==> src/hdl/mmp_pkg.sv <==
// shared types and codes for the midi message parser
package mmp_pkg;

  localparam int unsigned PhaseW = 3;
  localparam int unsigned ClassW = 3;

  localparam logic [PhaseW-1:0] PH_IDLE  = 3'd0;
  localparam logic [PhaseW-1:0] PH_D1OF3 = 3'd1;
  localparam logic [PhaseW-1:0] PH_D2OF3 = 3'd2;
  localparam logic [PhaseW-1:0] PH_D1OF2 = 3'd3;
  localparam logic [PhaseW-1:0] PH_SYSEX = 3'd4;
  localparam logic [PhaseW-1:0] PH_DROP  = 3'd5;

  localparam logic [ClassW-1:0] MC_OFF  = 3'd0;
  localparam logic [ClassW-1:0] MC_ON   = 3'd1;
  localparam logic [ClassW-1:0] MC_CTRL = 3'd2;
  localparam logic [ClassW-1:0] MC_SKIP = 3'd3;

  localparam logic [2:0] ERR_STRAY       = 3'd0;
  localparam logic [2:0] ERR_BAD_TWO     = 3'd1;
  localparam logic [2:0] ERR_BAD_THREE   = 3'd2;
  localparam logic [2:0] ERR_STATUS_ONLY = 3'd3;
  localparam logic [2:0] ERR_SYSEX       = 3'd4;

  localparam logic KIND_EVENT = 1'b0;
  localparam logic KIND_ERROR = 1'b1;

  localparam logic [7:0] ST_SYSEX_START = 8'hf0;
  localparam logic [7:0] ST_SYSEX_END   = 8'hf7;
  localparam logic [7:0] ST_F1          = 8'hf1;
  localparam logic [7:0] ST_F2          = 8'hf2;
  localparam logic [7:0] ST_F3          = 8'hf3;

  localparam logic [3:0] HI_NOTE_OFF  = 4'h8;
  localparam logic [3:0] HI_NOTE_ON   = 4'h9;
  localparam logic [3:0] HI_POLY_AT   = 4'ha;
  localparam logic [3:0] HI_CTRL      = 4'hb;
  localparam logic [3:0] HI_PROGRAM   = 4'hc;
  localparam logic [3:0] HI_CHAN_AT   = 4'hd;
  localparam logic [3:0] HI_PITCH     = 4'he;

  typedef struct packed {
    logic [PhaseW-1:0] phase;
    logic [ClassW-1:0] message_class;
    logic [3:0]        channel_held;
    logic [7:0]        first_data;
  } parser_state_t;

  typedef struct packed {
    logic [7:0] data_byte;
    logic       last_in_read;
    logic [4:0] device;
  } in_beat_t;

  typedef struct packed {
    logic       kind;
    logic [4:0] device_out;
    logic [3:0] channel;
    logic [7:0] slot;
    logic [6:0] level;
    logic [2:0] error_code;
  } out_beat_t;

endpackage

==> src/hdl/mmp_if.sv <==
// byte and result channel interfaces
interface mmp_in_if;
  logic       valid;
  logic       ready;
  logic [7:0] data_byte;
  logic       last_in_read;
  logic [4:0] device;

  modport source (output valid, output data_byte, output last_in_read, output device,
                  input ready);
  modport sink (input valid, input data_byte, input last_in_read, input device,
                output ready);
endinterface

interface mmp_out_if;
  logic       valid;
  logic       ready;
  logic       kind;
  logic [4:0] device_out;
  logic [3:0] channel;
  logic [7:0] slot;
  logic [6:0] level;
  logic [2:0] error_code;

  modport source (output valid, output kind, output device_out, output channel,
                  output slot, output level, output error_code, input ready);
  modport sink (input valid, input kind, input device_out, input channel,
                input slot, input level, input error_code, output ready);
endinterface

==> src/hdl/mmp_decode.sv <==
// per-byte parse step: next state and optional result
module mmp_decode (
  input  mmp_pkg::parser_state_t state_i,
  input  mmp_pkg::in_beat_t      beat_i,
  output mmp_pkg::parser_state_t state_o,
  output logic                   res_valid_o,
  output mmp_pkg::out_beat_t     res_o
);
  import mmp_pkg::*;

  logic [7:0] b;
  logic [3:0] hi;
  logic       last;
  logic       is_three;
  logic       is_two;
  logic       err_hit;
  logic [2:0] err_code;
  logic       evt_hit;

  assign b    = beat_i.data_byte;
  assign hi   = b[7:4];
  assign last = beat_i.last_in_read;

  assign is_three = (hi == HI_NOTE_OFF) || (hi == HI_NOTE_ON) || (hi == HI_CTRL) ||
                    (hi == HI_POLY_AT) || (hi == HI_PITCH) || (b == ST_F2);
  assign is_two   = (hi == HI_PROGRAM) || (hi == HI_CHAN_AT) || (b == ST_F1) || (b == ST_F3);

  always_comb begin
    state_o  = state_i;
    err_hit  = 1'b0;
    err_code = ERR_STRAY;
    evt_hit  = 1'b0;
    case (state_i.phase)
      PH_IDLE: begin
        if (!b[7]) begin
          err_hit  = 1'b1;
          err_code = ERR_STRAY;
        end else begin
          state_o.channel_held = b[3:0];
          if (is_three) begin
            if (hi == HI_NOTE_OFF) begin
              state_o.message_class = MC_OFF;
            end else if (hi == HI_NOTE_ON) begin
              state_o.message_class = MC_ON;
            end else if (hi == HI_CTRL) begin
              state_o.message_class = MC_CTRL;
            end else begin
              state_o.message_class = MC_SKIP;
            end
            if (last) begin
              err_hit  = 1'b1;
              err_code = ERR_STATUS_ONLY;
            end else begin
              state_o.phase = PH_D1OF3;
            end
          end else if (is_two) begin
            if (last) begin
              err_hit  = 1'b1;
              err_code = ERR_BAD_TWO;
            end else begin
              state_o.phase = PH_D1OF2;
            end
          end else if (b == ST_SYSEX_START) begin
            if (last) begin
              err_hit  = 1'b1;
              err_code = ERR_SYSEX;
            end else begin
              state_o.phase = PH_SYSEX;
            end
          end
        end
      end
      PH_D1OF3: begin
        state_o.first_data = b;
        if (last) begin
          err_hit  = 1'b1;
          err_code = ERR_BAD_THREE;
        end else begin
          state_o.phase = PH_D2OF3;
        end
      end
      PH_D2OF3: begin
        if (b[7]) begin
          err_hit  = 1'b1;
          err_code = ERR_STATUS_ONLY;
        end else if (state_i.first_data[7]) begin
          err_hit  = 1'b1;
          err_code = ERR_BAD_THREE;
        end else begin
          evt_hit       = (state_i.message_class == MC_OFF) ||
                          (state_i.message_class == MC_ON) ||
                          (state_i.message_class == MC_CTRL);
          state_o.phase = PH_IDLE;
        end
      end
      PH_D1OF2: begin
        if (b[7]) begin
          err_hit  = 1'b1;
          err_code = ERR_BAD_TWO;
        end else begin
          state_o.phase = PH_IDLE;
        end
      end
      PH_SYSEX: begin
        if (b == ST_SYSEX_END) begin
          state_o.phase = PH_IDLE;
        end else if (last) begin
          err_hit  = 1'b1;
          err_code = ERR_SYSEX;
        end
      end
      default: begin
      end
    endcase

    if (err_hit && !last) begin
      state_o.phase = PH_DROP;
    end else if (last) begin
      state_o.phase = PH_IDLE;
    end
  end

  always_comb begin
    res_o            = '0;
    res_o.device_out = beat_i.device;
    res_valid_o      = err_hit || evt_hit;
    if (err_hit) begin
      res_o.kind       = KIND_ERROR;
      res_o.error_code = err_code;
    end else begin
      res_o.kind    = KIND_EVENT;
      res_o.channel = state_i.channel_held;
      if (state_i.message_class == MC_CTRL) begin
        res_o.slot = {1'b1, state_i.first_data[6:0]};
      end else begin
        res_o.slot = state_i.first_data;
      end
      if (state_i.message_class == MC_OFF) begin
        res_o.level = 7'd0;
      end else begin
        res_o.level = b[6:0];
      end
    end
  end

endmodule

==> src/hdl/midi_message_parser.sv <==
// midi message parser top level: parse state, result register and skid stage
// Takes one raw MIDI byte per beat and returns at most one result per byte: a key
// or controller value event, or an error. A byte is accepted every cycle while
// the skid stage is empty, and its result is registered. The output register is
// backed by a one-entry skid stage, so input beats keep flowing while a result
// waits; input ready drops only when both hold results. Parsing restarts at
// every byte flagged as the last of a read; no running status is kept.
module midi_message_parser (
  input  logic      clk_i,
  input  logic      rst_ni,
  mmp_in_if.sink    in_i,
  mmp_out_if.source out_o
);
  import mmp_pkg::*;

  parser_state_t state_q, state_d;
  in_beat_t      beat;
  out_beat_t     res;
  logic          res_valid;
  logic          in_acc;
  logic          push;
  logic          pop;

  out_beat_t main_q, main_d;
  out_beat_t skid_q, skid_d;
  logic      main_valid_q, main_valid_d;
  logic      skid_valid_q, skid_valid_d;

  assign beat.data_byte    = in_i.data_byte;
  assign beat.last_in_read = in_i.last_in_read;
  assign beat.device       = in_i.device;

  mmp_decode u_decode (
    .state_i     (state_q),
    .beat_i      (beat),
    .state_o     (state_d),
    .res_valid_o (res_valid),
    .res_o       (res)
  );

  assign in_i.ready = !skid_valid_q;
  assign in_acc     = in_i.valid && in_i.ready;
  assign push       = in_acc && res_valid;
  assign pop        = main_valid_q && out_o.ready;

  always_comb begin
    main_d       = main_q;
    skid_d       = skid_q;
    main_valid_d = main_valid_q;
    skid_valid_d = skid_valid_q;
    if (skid_valid_q) begin
      if (pop) begin
        main_d       = skid_q;
        skid_valid_d = 1'b0;
      end
    end else if (push) begin
      if (!main_valid_q || pop) begin
        main_d       = res;
        main_valid_d = 1'b1;
      end else begin
        skid_d       = res;
        skid_valid_d = 1'b1;
      end
    end else if (pop) begin
      main_valid_d = 1'b0;
    end
  end

  always_ff @(posedge clk_i or negedge rst_ni) begin
    if (!rst_ni) begin
      state_q.phase         <= PH_IDLE;
      state_q.message_class <= MC_OFF;
      state_q.channel_held  <= 4'd0;
      state_q.first_data    <= 8'd0;
      main_valid_q          <= 1'b0;
      skid_valid_q          <= 1'b0;
    end else begin
      if (in_acc) begin
        state_q <= state_d;
      end
      main_valid_q <= main_valid_d;
      skid_valid_q <= skid_valid_d;
    end
  end

  always_ff @(posedge clk_i) begin
    main_q <= main_d;
    skid_q <= skid_d;
  end

  assign out_o.valid      = main_valid_q;
  assign out_o.kind       = main_q.kind;
  assign out_o.device_out = main_q.device_out;
  assign out_o.channel    = main_q.channel;
  assign out_o.slot       = main_q.slot;
  assign out_o.level      = main_q.level;
  assign out_o.error_code = main_q.error_code;

endmodule
==> src/flat_wrapper.sv <==
// flat-port wrapper written by rule: the top's interface ports become plain ports
module midi_message_parser_flat import mmp_pkg::*;
  (clk_i, rst_ni, in_i_valid, in_i_data_byte, in_i_last_in_read, in_i_device, in_i_ready, out_o_valid, out_o_kind, out_o_device_out, out_o_channel, out_o_slot, out_o_level, out_o_error_code, out_o_ready);
  mmp_in_if in_i_i ();
  mmp_out_if out_o_i ();
  input  logic clk_i;
  input  logic rst_ni;
  input wire logic [$bits(in_i_i.valid)-1:0] in_i_valid;
  input wire logic [$bits(in_i_i.data_byte)-1:0] in_i_data_byte;
  input wire logic [$bits(in_i_i.last_in_read)-1:0] in_i_last_in_read;
  input wire logic [$bits(in_i_i.device)-1:0] in_i_device;
  output wire logic [$bits(in_i_i.ready)-1:0] in_i_ready;
  output wire logic [$bits(out_o_i.valid)-1:0] out_o_valid;
  output wire logic [$bits(out_o_i.kind)-1:0] out_o_kind;
  output wire logic [$bits(out_o_i.device_out)-1:0] out_o_device_out;
  output wire logic [$bits(out_o_i.channel)-1:0] out_o_channel;
  output wire logic [$bits(out_o_i.slot)-1:0] out_o_slot;
  output wire logic [$bits(out_o_i.level)-1:0] out_o_level;
  output wire logic [$bits(out_o_i.error_code)-1:0] out_o_error_code;
  input wire logic [$bits(out_o_i.ready)-1:0] out_o_ready;
  assign in_i_i.valid = in_i_valid;
  assign in_i_i.data_byte = in_i_data_byte;
  assign in_i_i.last_in_read = in_i_last_in_read;
  assign in_i_i.device = in_i_device;
  assign in_i_ready = in_i_i.ready;
  assign out_o_valid = out_o_i.valid;
  assign out_o_kind = out_o_i.kind;
  assign out_o_device_out = out_o_i.device_out;
  assign out_o_channel = out_o_i.channel;
  assign out_o_slot = out_o_i.slot;
  assign out_o_level = out_o_i.level;
  assign out_o_error_code = out_o_i.error_code;
  assign out_o_i.ready = out_o_ready;
  midi_message_parser u_core (.clk_i(clk_i), .rst_ni(rst_ni), .in_i(in_i_i), .out_o(out_o_i));
endmodule
==> config.mk <==
export PLATFORM = sky130hd
export DESIGN_NAME = midi_message_parser_flat
export DESIGN_NICKNAME = d
export VERILOG_FILES = /design/src/hdl/mmp_pkg.sv /design/src/hdl/mmp_if.sv /design/src/hdl/mmp_decode.sv /design/src/hdl/midi_message_parser.sv /design/src/flat_wrapper.sv
export SDC_FILE = /design/constraint.sdc
export NUM_CORES = 1
export LEC_CHECK = 0
export BUFFER_PORTS_ARGS = -buffer_cell sky130_fd_sc_hd__buf_4
export CORE_ASPECT_RATIO = 1.5
export CORE_MARGIN = 10
export CORE_UTILIZATION = 45
export DETAILED_ROUTE_END_ITERATION = 7
export GPL_TIMING_DRIVEN = 0
export PLACE_DENSITY = 0.63
export SLEW_MARGIN = 40
export SYNTH_ARGS = -nofsm -noshare
export SYNTH_HDL_FRONTEND = slang
export SYNTH_SLANG_ARGS = --single-unit
==> constraint.sdc <==
create_clock -name clk_i -period 13.5 [get_ports clk_i]
set_input_delay 2.025 -clock clk_i [delete_from_list [all_inputs] [get_ports clk_i]]
set_output_delay 2.025 -clock clk_i [all_outputs]
set_load 0.01 [all_outputs]
=== Word level (Yosys, flattened, before mapping) ===
Cells that the tools add are included.
W data, S select, Z words.

* Mux-type cells: 57
* Bitwise operators: 2
* Reduce and logical (&&, ||, !) cells: 32
* Equality and inequality tests: 26

{| class="wikitable"
|+ Operator list
! cell !! count
|-
| $mux W28 || 4
|-
| $mux W3 || 17
|-
| $eq A8 B8 Y1 const B || 5
|-
| $pmux W3 S5 || 2
|-
| $eq A4 B4 Y1 const B || 7
|-
| $mux W1 || 23
|-
| $ne A4 B4 Y1 const B || 5
|-
| $mux W19 || 1
|-
| $logic_or A1 B1 Y1 || 12
|-
| $mux W2 || 6
|-
| $reduce_and A3 Y1 || 4
|-
| $mux W10 || 1
|-
| $eq A3 B2 Y1 const B || 3
|-
| $mux W8 || 1
|-
| $reduce_and A8 Y1 || 1
|-
| $mux W7 || 1
|-
| $reduce_bool A7 Y1 || 1
|-
| $eq A3 B1 Y1 const B || 2
|-
| $logic_not A3 Y1 || 2
|-
| $ne A6 B6 Y1 const B || 1
|-
| $reduce_bool A2 Y1 || 3
|-
| $pmux W1 S5 || 1
|-
| $logic_and A1 B1 Y1 || 4
|-
| $reduce_and A4 Y1 || 1
|-
| 6 further kinds || 9
|}

* Register bits after elaboration: 76
* Logic and storage cells: 135
* Output and inout port bits: 30
* Input bits: 18

=== Depth between registers and ports, before layout ===
* Word-level depth: 13
* Gate-level depth with buffers: 7
* Mapped depth without buffers: 5

=== By module ===
Synthesis repeated with hierarchy kept, for this count alone.

* Cells, all modules: 261
* Area total of the unflattened synthesis: 3716.1 um2

{| class="wikitable"
|+ Modules (own cells, without submodules)
! module !! instances !! sequential area each (um2) !! cells each !! area an instance (um2)
|-
| midi_message_parser || 1 || 2182.1 || 140 || 2859.0
|-
| mmp_decode || 1 || 0.0 || 121 || 857.1
|}

=== Worst setup path after synthesis ===
OpenSTA, ideal clock, no wires.

* Path kind: input to register
* Start: input port in_i_last_in_read
* End: register u_core.skid_q[0] (netlist name) (enable)
* Required time: 13.006 ns
* Stages on the path: 7
* Buffers on the path: 2
* Path slack: 7.082 ns
* Arrival: 5.924 ns
* Library setup time: 0.494 ns
* Cells stage by stage: buf_2 > inv_1 > nor4_1 > a221oi_4 > buf_6 > nand3_1 > nor4b_1

* Longest elaborated chain between the ends: 9
* Elaborated cells on any way between the ends: 10
* Those cells by class: mux (7); reduce/logical (3)

{| class="wikitable"
|+ RTL lines
! item !! line !! RTL
|-
| start: declaration || flat_wrapper.sv:10 || <nowiki>input wire logic [$bits(in_i_i.last_in_read)-1:0] in_i_last_in_read;</nowiki>
|-
| $mux W1 (*) || n/a ||
|-
| $mux W1 || mmp_decode.sv:63 || <nowiki>end else if (b == ST_SYSEX_START) begin</nowiki>
|-
| $mux W1 || mmp_decode.sv:56 || <nowiki>end else if (is_two) begin</nowiki>
|-
| $mux W1 || mmp_decode.sv:40 || <nowiki>if (is_three) begin</nowiki>
|-
| $mux W1 || mmp_decode.sv:35 || <nowiki>if (!b[7]) begin</nowiki>
|-
| $pmux W1 S5 (*) || mmp_decode.sv:33 || <nowiki>case (state_i.phase)</nowiki>
|-
| $logic_or A1 B1 Y1 (*) || mmp_decode.sv:126 || <nowiki>res_valid_o = err_hit || evt_hit;</nowiki>
|-
| $logic_and A1 B1 Y1 (*) || midi_message_parser.sv:43 || <nowiki>assign push = in_acc && res_valid;</nowiki>
|-
| $reduce_and A3 Y1 (no line) (*) || n/a ||
|-
| end signal: assignment || midi_message_parser.sv:88 || <nowiki>skid_q <= skid_d;</nowiki>
|-
| end: declaration || midi_message_parser.sv:25 || <nowiki>out_beat_t skid_q, skid_d;</nowiki>
|}

Mark *: on every way between the ends. The rest lies on a longest branch, timed or not.
A chain may end at the register's enable or synchronous reset.

=== Worst setup path in the final report ===
* Start: input port in_i_last_in_read
* End: register u_core.skid_q[13] (netlist name) (enable)

The elaborated chain is that of the path after synthesis.

==> impl_metrics.ini <==
[placed_design]
io_buffers = 44
hpwl_um = 5320
place_congestion = 0.862

[floorplan]
rows = 38
ios = 48
core_area_um2 = 7320
dieWidth_um = 91.2
start_util_pct = 46.7
die_y_um = 127
dieArea_um2 = 11600

[worst_setup_path]
r2r_cells = 8
critical_path_class = primary input to register
ff2ff_setup_slack_ns = 10.58
slowest_delay_ns = 0.53
required_ns = 13.55
crit_buf_inv = 5
endpoint_kind = register
crit_arrival_ns = 4.20
crit_top_cell = buf_2
reg2reg_from = u_core.state_q[17]$_DFFE_PN0P_
crit_path_cell_trace = buf_2 -> inv_1 -> nor4_1 -> a221oi_4 -> buf_6 -> nand3_1 -> nor4b_2 -> buf_2 -> buf_2
slowest_stage = nor4b_2
cp_top_family = simple AND/OR/NAND/NOR gates
critPathMaxFanout = 10
r2r-end = u_core.skid_q[13]$_DFFE_PP_
cp-start-kind = primary input

[min_path]
holdCritStartpoint = u_core.state_q[4]$_DFFE_PN0P_
hold-path-endpoint = u_core.state_q[4]$_DFFE_PN0P_
holdCritPathClass = register to register
min_path_cells = 2

[synth]
syn_area_per_cell_um2 = 14.0
synthArstFlopShare_pct = 25.3
yosys-top-cells-area = edfxtp_1, dfrtp_1, mux2_2
yosysMostFrequentCell = edfxtp_1
ys_warn_count = 0
yosys.area.top_type = edfxtp_1
synth_top_area_share_pct = 49.2
synth-seq-cells = 75
synth_flop_cell = edfxtp_1
syn_area_um2 = 3420
syn_inst = 245
synthesis.nets = 263
synth_cell_types = 50
synth-edff-count = 56
synthTopCellsByCount = edfxtp_1, mux2_2, dfrtp_1, nor2_1, nand2_1
yosysSeqAreaShare_pct = 63.1

[global_routing]
grt_max_degree = 20
overflow = 0
grt_pass1_wl_um = 11900
grt_pass1_vias = 2263
antenna_found_initial = 0
track_usage_pct = 12.9

[final_layout]
area_growth_pct = 21.4
fin_util_pct = 56.7
drive_gt1_share_pct = 37.8
fillers = 682
num_antenna_cells = 0
final_nets = 325

[routing]
vias = 2188
drtAntennaViolNets = 0
viasPerCell = 5.31
drc_errors = 0
wl_per_cell_um = 17.5
wl_um = 7230
drt_iter0_markers = 107
drt_pre_antenna_iters = 4

[clock_network]
cts_buffers = 9
cts-resized-gates = 0
htreeDepth = 3
clk_latency_ns = 0.34
cts_tree = yes
cts_setup_buffers = 0
cts-hold-fix-buffers = 0
cts.sinks = 75
cts_root_buffer = clkbuf_8
clk_path_buf_depth = 2
cts.clk_slew.worst_paths_ns = 0.07

[timing]
rsz0062_at_grt = false
layout_min_cycle_time_ns = 4.16
timing.hold.ws_ns = 0.477
hold_violations = 0
finalSetupTns_ns = 0
slew-limit-headroom_pct = 57.2
fin_skew_ns = 0.00634
max_freq_mhz = 241
layout_worst_path_cycle_share_pct = 30.8
finalSetupViolations = 0
tightest_slew_ns = 0.642
maxSlewViolCount = 0

[power_and_ir_drop]
pwr-share-clk_pct = 17.7
power_frac_seq_pct = 39.8
internal_power_uw = 674
power_density_nw_per_um2 = 243
vdd_drop_max_v = 0.000139
pwr-share-comb_pct = 42.5
switching_share_pct = 33.1
p_leak_nw = 1.65
p_sw_uw = 334

[outcome]
status = completed

[flow_run]
drv_cap = 0
[worst max path at each step]
stage / start / slack, ns / end / depth (start not counted)
after floorplan: in_i_last_in_read / 7.08 / u_core.skid_q[0]$_DFFE_PP_ / 7
after global placement: in_i_last_in_read / 5.08 / u_core.skid_q[0]$_DFFE_PP_ / 7
after detailed placement: in_i_last_in_read / 9.00 / u_core.skid_q[0]$_DFFE_PP_ / 9
after CTS: in_i_last_in_read / 9.37 / u_core.skid_q[0]$_DFFE_PP_ / 9
after global routing: in_i_last_in_read / 9.14 / u_core.skid_q[11]$_DFFE_PP_ / 9
final: in_i_last_in_read / 9.34 / u_core.skid_q[13]$_DFFE_PP_ / 9
[through the flow]
stage / power (mW) / worst slack, ns / area (µm²) / cells
2_1_floorplan: 0.683 / 7.08 / 3420 / 245
3_3_place_gp: 0.825 / 5.08 / 3870 / 389
3_5_place_dp: 0.841 / 9.00 / 3940 / 396
4_1_cts: 1.02 / 9.37 / 4150 / 412
5_1_grt: 1.07 / 9.14 / 4150 / 412
6_report: 1.01 / 9.34 / 4150 / 412
[worst reg2reg max path, delay by kind of cell (launching register included)]
kind,cells,cell delay [ns]
buffers and inverters,4,0.90
AND/OR/NAND/NOR,3,1.19
AO/OA/AOI/OAI,1,0.13
flip-flops,1,0.41
[power groups by stage]
stage	combinational, mW	clock (mW)	sequential [mW]
2_1_floorplan	0.256	0	0.428
3_3_place_gp	0.414	0	0.411
3_5_place_dp	0.434	0	0.407
4_1_cts	0.436	0.184	0.402
5_1_grt	0.470	0.193	0.411
6_report	0.428	0.178	0.402
[cell type report]
class | count | area, µm² | area share [%]
inverters | 8 | 30.0 | 0.724
plain buffers | 13 | 77.6 | 1.87
multi-input cells | 149 | 1170 | 28.3
well taps | 100 | 125 | 3.02
clock inverters | 2 | 35.0 | 0.844
clock buffers | 14 | 174 | 4.19
repair buffers | 51 | 375 | 9.05
flip-flops and latches | 75 | 2160 | 52.0
[registers in the layout, indices dropped and copies added, names as in the netlist]
| name | count |
|---|---|
| u_core.out_o.channel | 4 |
| u_core.out_o.level | 7 |
| u_core.skid_q | 28 |
| u_core.state_q | 17 |
| u_core.out_o.slot | 8 |
| u_core.out_o.valid | 1 |
| u_core.skid_valid_q | 1 |
| u_core.out_o.kind | 1 |
| u_core.out_o.device_out | 5 |
| u_core.out_o.error_code | 3 |
[logic make-up (layout without fill, tap and decap cells)]
logic type	after synthesis	after routing	synth area share [%]
buffers and inverters	21	88	3.15
and+or+nand+nor	69	69	11.7
AOI/OAI and AO/OA	46	46	11.0
xor gates and xnor gates	1	1	0.256
DFF	75	75	63.1
muxes	33	33	10.8
[placed cells by master (no fill, tap or decap), drive strengths merged, types with 3 or more instances in the layout]
cell type	Yosys	final
clkbuf	4	18
nand3	6	6
nor3	4	4
a22o	6	6
nor2b	8	8
or3	3	3
a31oi	4	4
mux2	31	31
inv	8	8
nor2	11	11
a21o	3	3
dfrtp	19	19
edfxtp	56	56
o21ai	8	8
buf	9	60
and3	11	11
and2	6	6
nand2	11	11
a21oi	6	6
[routing by layer]
layer	vias up	routed length (µm)	GRT usage (%)
met2	58	3660	21.0
met1	1068	3050	15.5
li1	1053	-	-
met4	0	102	5.09
met5	-	0	0
met3	9	414	4.19
Power figures use the tool's default switching activity.
